File: src/rtl/tssc_pkg.sv
// Package for the target-sum subset counter.
// Holds sizes, the controller/datapath command and status structs, and the
// saturating add. No dependencies.
package tssc_pkg;

  localparam int MAX_SUM     = 1024;
  localparam int COUNT_BITS  = 32;
  localparam int ELEM_W      = 11;
  localparam int TARGET_W    = 12;
  localparam int IN_TDATA_W  = ((ELEM_W + 7) / 8) * 8;
  localparam int OUT_TDATA_W = ((COUNT_BITS + 7) / 8) * 8;
  localparam int TABLE_DEPTH = MAX_SUM + 1;
  localparam int ADDR_W      = $clog2(TABLE_DEPTH);
  localparam int CMP_W       = ((ELEM_W > ADDR_W) ? ELEM_W : ADDR_W) + 1;
  localparam int SW          = ((TARGET_W > ADDR_W + 1) ? TARGET_W : ADDR_W + 1) + 1;

  typedef logic [COUNT_BITS-1:0] count_t;
  typedef logic [ADDR_W-1:0]     addr_t;

  typedef struct packed {
    logic load_item;
    logic clear_wr;
    logic upd_rd;
    logic look_rd;
    logic load_result;
  } ctl_cmd_t;

  typedef struct packed {
    logic cnt_zero;
    logic at_elem;
    logic in_skip;
    logic last;
    logic wr_pending;
  } dp_stat_t;

  function automatic count_t sat_add(input count_t a, input count_t b);
    logic [COUNT_BITS:0] s;
    s = {1'b0, a} + {1'b0, b};
    return s[COUNT_BITS] ? '1 : s[COUNT_BITS-1:0];
  endfunction

endpackage

File: src/rtl/tssc_ctrl.sv
// Controller: sequences table clear, per-element update sweep, lookup and
// result handoff. Depends on tssc_pkg.
module tssc_ctrl import tssc_pkg::*; (
  input  logic     clk,
  input  logic     rst,
  input  logic     in_valid,
  output logic     in_ready,
  output logic     out_valid,
  input  logic     out_ready,
  input  dp_stat_t stat,
  output ctl_cmd_t cmd
);

  typedef enum logic [2:0] {
    S_CLEAR,
    S_IDLE,
    S_UPDATE,
    S_DRAIN,
    S_LOOKUP,
    S_RESULT
  } state_t;

  state_t state;

  assign in_ready        = (state == S_IDLE);
  assign cmd.load_item   = in_ready && in_valid;
  assign cmd.clear_wr    = (state == S_CLEAR);
  assign cmd.upd_rd      = (state == S_UPDATE);
  assign cmd.look_rd     = (state == S_LOOKUP);
  assign cmd.load_result = (state == S_RESULT) && (!out_valid || out_ready);

  always_ff @(posedge clk) begin
    if (rst) begin
      state     <= S_CLEAR;
      out_valid <= 1'b0;
    end else begin
      if (cmd.load_result) begin
        out_valid <= 1'b1;
      end else if (out_ready) begin
        out_valid <= 1'b0;
      end
      unique case (state)
        S_CLEAR: begin
          if (stat.cnt_zero) begin
            state <= S_IDLE;
          end
        end
        S_IDLE: begin
          if (in_valid) begin
            state <= stat.in_skip ? S_DRAIN : S_UPDATE;
          end
        end
        S_UPDATE: begin
          if (stat.at_elem) begin
            state <= S_DRAIN;
          end
        end
        S_DRAIN: begin
          state <= stat.last ? S_LOOKUP : S_IDLE;
        end
        S_LOOKUP: begin
          state <= S_RESULT;
        end
        S_RESULT: begin
          if (cmd.load_result) begin
            state <= S_CLEAR;
          end
        end
        default: begin
          state <= S_CLEAR;
        end
      endcase
    end
  end

endmodule

File: config.mk
export PLATFORM = sky130hd
export DESIGN_NAME = tssc_ctrl
export DESIGN_NICKNAME = d
export VERILOG_FILES = /design/src/rtl/tssc_pkg.sv /design/src/rtl/tssc_ctrl.sv
export SDC_FILE = /design/constraint.sdc
export NUM_CORES = 1
export LEC_CHECK = 0
export BUFFER_PORTS_ARGS = -buffer_cell sky130_fd_sc_hd__buf_2
export CORE_AREA = 2 2 39 41
export CTS_CLUSTER_SIZE = 12
export DETAILED_ROUTE_END_ITERATION = 10
export DIE_AREA = 0 0 41 43
export PLACE_DENSITY_LB_ADDON = 0.12
export SLEW_MARGIN = 20
export SYNTH_ARGS = -nofsm -noshare
export SYNTH_HDL_FRONTEND = slang
export SYNTH_SLANG_ARGS = --single-unit
File: constraint.sdc
create_clock -name clk -period 1.5 [get_ports clk]
set_clock_uncertainty 0.15 [all_clocks]
set_input_delay 0.225 -clock clk [delete_from_list [all_inputs] [get_ports clk]]
set_output_delay 0.225 -clock clk [all_outputs]
set_load 0.05 [all_outputs]
==> flow_summary_export.csv, run 1 <==
group,metric,value,unit
yosys,netlist_area,293,um^2
critical_path,cp_slowest_stage_delay,320,ps
grt,grt_max_degree,9,
routing,num_vias,326,
die,start_util,21.2,%
yosys,synth_seq_area_share,27.4,%
critical_path,worstSetupEndpointType,"output port",
timing,holdWs,56.5,ps
yosys,syn_nets,46,
die,ioPinCount,16,
clocking,cts_buffers,3,
yosys,yosysTopAreaCell,"dfxtp_1",
routing,drc_errors,0,
yosys,yosysWarningCount,0,
clocking,cts_sinks,4,
timing,finalSetupViolations,0,
yosys,yosysUniqueCellTypes,20,
final_layout,area_delta_synth_final,79.9,%
critical_path,cp_num_buf_inv,1,
critical_path,worstSetupPathType,"reg2out",
grt,grt.total_usage,10.6,%
yosys,synthFlopType,"dfxtp_1",
yosys,yosys.area_share.xor_xnor,0,%
pwr,max-vdd-ir-drop,0.579,mV
critical_path,rrSetupSlack,120,ps
die,dieArea,1760,um^2
timing,finalCritPeriodShare,99.2,%
critical_path,critPathRequiredTime,1120,ps
die,row_count,14,
final_layout,final_nets,68,
die,fp.coreArea,1380,um^2
critical_path,cp_slowest_cell,"dfxtp_2",
job,drv_cap,0,
clocking,cts-htree-levels,1,
timing,tightest_slew,264,ps
routing,dr.pass1.iters,1,
grt,grt_pass1_wl,1.21,mm
timing,finalHoldViolCount,0,
grt,grt_pass1_vias,307,
routing,antenna_left,0,
yosys,post-synth-top-count-cell,"nor2_1",
final_layout,drive_gt1_share,63.2,%
die,die_w,41,um
yosys,synth_top_family_by_area,"simple AND/OR/NAND/NOR gates",
pwr,power_density,1330,nW/um^2
pwr,p_leak,0.000224,uW
critical_path,crit_cells,3,
critical_path,cp_cell_sequence,"and2b_2 -> and3_4 -> buf_8",
critical_path,r2r_start,"state[0]",
yosys,synthSimpleGateAreaFrac,33.8,%
critical_path,critPathCapture,"cmd[4]",
yosys,synthAdderAreaFrac,0,%
worst_hold_path,holdCritPathClass,"in2reg",
critical_path,cp_max_fo,4,
timing,period_needed,1490,ps
run_status,status,"finished clean",
final_layout,num_antenna_cells,0,
yosys,synth_compound_area_share,25.2,%
die,die_h,43,um
clocking,path_clk_slew,40,ps
yosys,syn_avg_cell_area,7.91,um^2
yosys,synth.area.top_cells,"dfxtp_1 (27%), nand2b_1 (8.5%), nor2_1 (7.7%)",
final_layout,final_util,38.1,%
critical_path,cpLargestDelayFamily,"simple AND/OR/NAND/NOR gates",
yosys,synth-seq-cells,4,
critical_path,regToRegEndpoint,"state[0]",
timing,max_freq,0.672,GHz
timing,slew_viol_final,0,
critical_path,rr_worst_depth,5,
critical_path,critPathLaunch,"state[1]",
grt,gr-total-overflow,0,
clocking,clk_latency,230,ps
clocking,cts_root_buf,"clkbuf_4",
yosys,async_flop_share,0,%
yosys,synthMuxAreaShare,3.42,%
yosys,synth_top_area_share,27.4,%
routing,routed_wl,737,um
critical_path,start_kind,"flop",
yosys,netlist_instances,37,
placed_design,gp_congestion,0.694,
clocking,cts_tree,"done",
timing,grt_setup_unrepaired,"true",
routing,vias_per_cell,4.47,
yosys,synth_edf_count,0,
routing,drt_iter0_drc,0,
grt,antenna_found_initial,0,
timing,slew_headroom,82.3,%
placed_design,io_buffers,14,
yosys,ys_top_cells_by_count,"nor2_1 (6), dfxtp_1 (4), nand2b_1 (4)",
clocking,cts_buffer_depth,2,
critical_path,arrival,1110,ps
routing,wl_per_cell,10.1,um
final_layout,fillCellCount,158,
## metrics by stage
stage	cells	power (uW)	TNS (ps)	worst slack [ps]	area (um^2)
finish	73	700	0	11.7	527
global placement	69	480	0	97.9	414
detailed placement	69	477	0	118	414
global route	73	749	-82.6	-43.8	527
CTS	72	678	0	0.543	502
floorplan	37	402	-89.1	-72.8	313
## report_power, final
group | internal (uW) | switching (uW)
combinational | 199 | 236
sequential | 122 | 12.5
clock | 89.3 | 41.2
total | 410 | 290
## cell usage in the layout, fill, tap and decap left out, drive strengths merged
cell type  count
a211oi         2
a21oi          3
a31oi          1
a41oi          1
and2b          1
and3           1
buf           20
clkbuf         3
dfxtp          4
inv            1
mux2i          1
nand2          2
nand2b         5
nor2           6
nor2b          1
nor3           2
o21bai         1
o22a           1
o22ai          1
## worst reg2reg max path, stage by stage, from the launching register on
cell      delay [ps]
dfxtp_1          310
buf_4            150
nand2b_4         160
o22a_1           190
o22ai_2          150
mux2i_1          200
## routing by layer
layer,track usage [%],vias to the layer above,routed length [um]
li1,-,170,-
met1,11.3,145,295
met2,15.6,11,377
met3,7.85,0,64
met4,4.00,0,0
met5,0,-,0
## flip-flops by register name, indices dropped and copies added, names as in the netlist
signal     cells
state          3
out_valid      1
## logic make-up after synthesis
kind of cell | after synthesis
flops | 4
compound gates | 10
simple gates | 18
buf+inv | 4
mux | 1
## how the worst min path moves through the flow
stage          startpoint         to  slack (ps)  cells after the start
5_1_grt               rst  out_valid          50                      2
3_3_place_gp          rst  out_valid         310                      2
6_report              rst   state[2]          60                      2
2_1_floorplan         rst  out_valid         140                      1
4_1_cts               rst   state[2]          50                      2
3_5_place_dp          rst  out_valid         300                      2
## layout make-up
type | instances | area, um^2 | area share (%)
well taps | 16 | 20.0 | 3.80
multi-input cells | 29 | 235 | 44.7
repair buffers | 20 | 160 | 30.4
clock buffers | 3 | 22.5 | 4.28
flip-flops and latches | 4 | 85.1 | 16.2
inverters | 1 | 3.75 | 0.713
## repair_timing
action,in CTS,in global routing
pin swaps,1,1
hold buffers,0,0
endpoints found under the setup margin,6,6
resized for setup,20,4
buffers inserted,0,1
No activity file was read; power rests on OpenSTA's default activity.
==> run 2, diff against run 1 <==
clock period = 1.4 ns   (was 1.5 ns; I/O delays follow)
==> flow_summary_export.csv, run 2 (synthesized netlist as in run 1, its figures left out) <==
group,metric,value,unit
routing,drc_errors,0,
critical_path,worstSetupPathType,"reg2out",
final_layout,final_util,39.2,%
clocking,cts_tree,"done",
die,ioPinCount,16,
routing,met3_length,26,um
timing,max_freq,0.677,GHz
final_layout,fillCellCount,150,
final_layout,num_antenna_cells,0,
critical_path,arrival,1120,ps
routing,wl_per_cell,9.64,um
pwr,pwr-share-clk,19.0,%
pwr,switching_share,41.3,%
pwr,p_total,740,uW
die,die_h,43,um
grt,grt_pass1_wl,1.21,mm
final_layout,reg_top3,"state: 3 flops, out_valid: 1 flops",
pwr,p_int,434,uW
job,drv_cap,0,
clocking,cts_buffer_depth,2,
pwr,power_density,1370,nW/um^2
die,fp.coreArea,1380,um^2
final_layout,largest_reg_flops,3,
clocking,cts_buffers,3,
placed_design,place_hpwl,551,um
final_layout,final_nets,70,
timing,finalHoldViolCount,0,
worst_hold_path,hp-start,"rst",
critical_path,critPathRequiredTime,1040,ps
routing,wirelength_met1,339,um
clocking,hold_buffers,0,
clocking,cts_root_buf,"clkbuf_4",
clocking,cts-htree-levels,1,
pwr,p_leak,0.000234,uW
grt,grt_pass1_vias,305,
die,die_w,41,um
final_layout,layout_common_cells,"buf_2 (8), buf_4 (7), buf_6 (6)",
die,start_util,21.2,%
placed_design,gp_congestion,0.670,
pwr,comb_power_share,60.5,%
critical_path,cp_max_fo,4,
final_layout,area_delta_synth_final,85.0,%
routing,wl_met2,358,um
critical_path,r2r_start,"state[1]",
run_status,status,"complete, but fails checks",
grt,gr-total-overflow,0,
clocking,path_clk_slew,40,ps
routing,vias_per_cell,4.36,
critical_path,rrSetupSlack,90,ps
timing,grt_setup_unrepaired,"true",
pwr,pwr-share-seq,20.5,%
final_layout,multiInputGateArea,233,um^2
routing,top_layer,"met3",
grt,grt.total_usage,10.0,%
clocking,clk_latency,230,ps
timing,finalCritPeriodShare,105,%
routing,routed_wl,723,um
timing,slew_headroom,83.6,%
placed_design,placed_cells,69,
die,row_count,14,
die,dieArea,1760,um^2
routing,drt_iter0_drc,6,
final_layout,drive_gt1_share,69.5,%
routing,dr.pass1.iters,3,
grt,grt_max_degree,9,
critical_path,start_kind,"flop",
timing,setup_ws,-76.3,ps
routing,num_vias,327,
critical_path,critPathLaunch,"state[1]",
worst_hold_path,holdCritPathClass,"in2reg",
timing,finalSetupViolations,4,
timing,slew_viol_final,0,
routing,antenna_left,0,
final_layout,top_register,"state",
run_status,violations,"negative setup slack",
grt,antenna_found_initial,0,
final_layout,mostFrequentLayoutCell,"buf_2",
pwr,max-vdd-ir-drop,0.663,mV
placed_design,io_buffers,14,
critical_path,worstSetupEndpointType,"output port",
final_layout,final_cells,75,
timing,tightest_slew,248,ps
pwr,switchingPower,305,uW
clocking,cts_sinks,4,
final_layout,regArea,87.6,um^2
timing,period_needed,1480,ps
## run 2: area by class of cell
type / count / area share, %
Clock buffer: 3 / 4.16
Multi-Input combinational cell: 29 / 43.0
Sequential cell: 4 / 16.2
Timing Repair Buffer: 22 / 32.3
Tap cell: 16 / 3.70
Inverter: 1 / 0.693
## run 2: worst paths after layout
kind,endpoint,cells after the start
max,cmd[4],3
min,out_valid,2
max reg2reg,state[0],5
min reg2reg,out_valid,2
## run 2: per-stage QoR
step	hold WS, ps	worst slack [ps]	cell area, um^2	setup TNS (ps)
floorplan	122	-101	318	-101
global placement	285	-4.62	419	-4.62
detailed placement	283	2.84	419	0
CTS	37.1	-86.4	538	-269
global route	39.2	-123	542	-451
finish	44.1	-76.3	542	-224
## run 2: per-layer routing
metal / global-route usage [%] / vias to the layer above
li1: - / 174
met5: 0 / -
met2: 13.1 / 6
met4: 4.00 / 0
met3: 4.71 / 0
met1: 13.8 / 147
## run 2: power groups by stage
stage	clock network (uW)	logic (uW)	registers, uW
3_5_place_dp	0	359	151
3_3_place_gp	0	363	152
6_report	140	448	152
5_1_grt	161	471	156
2_1_floorplan	0	293	139
4_1_cts	147	442	152
## run 2: repair_timing
action,CTS,global route
buffers inserted,3,0
resized for setup,23,1
pin swaps,4,0
endpoints found under the setup margin,6,6
cloned,0,0
## run 2: critical path: stages, from the launching register on
cell and delay, ps:
dfxtp_2 320, and2b_2 240, and3_4 180, buf_8 140
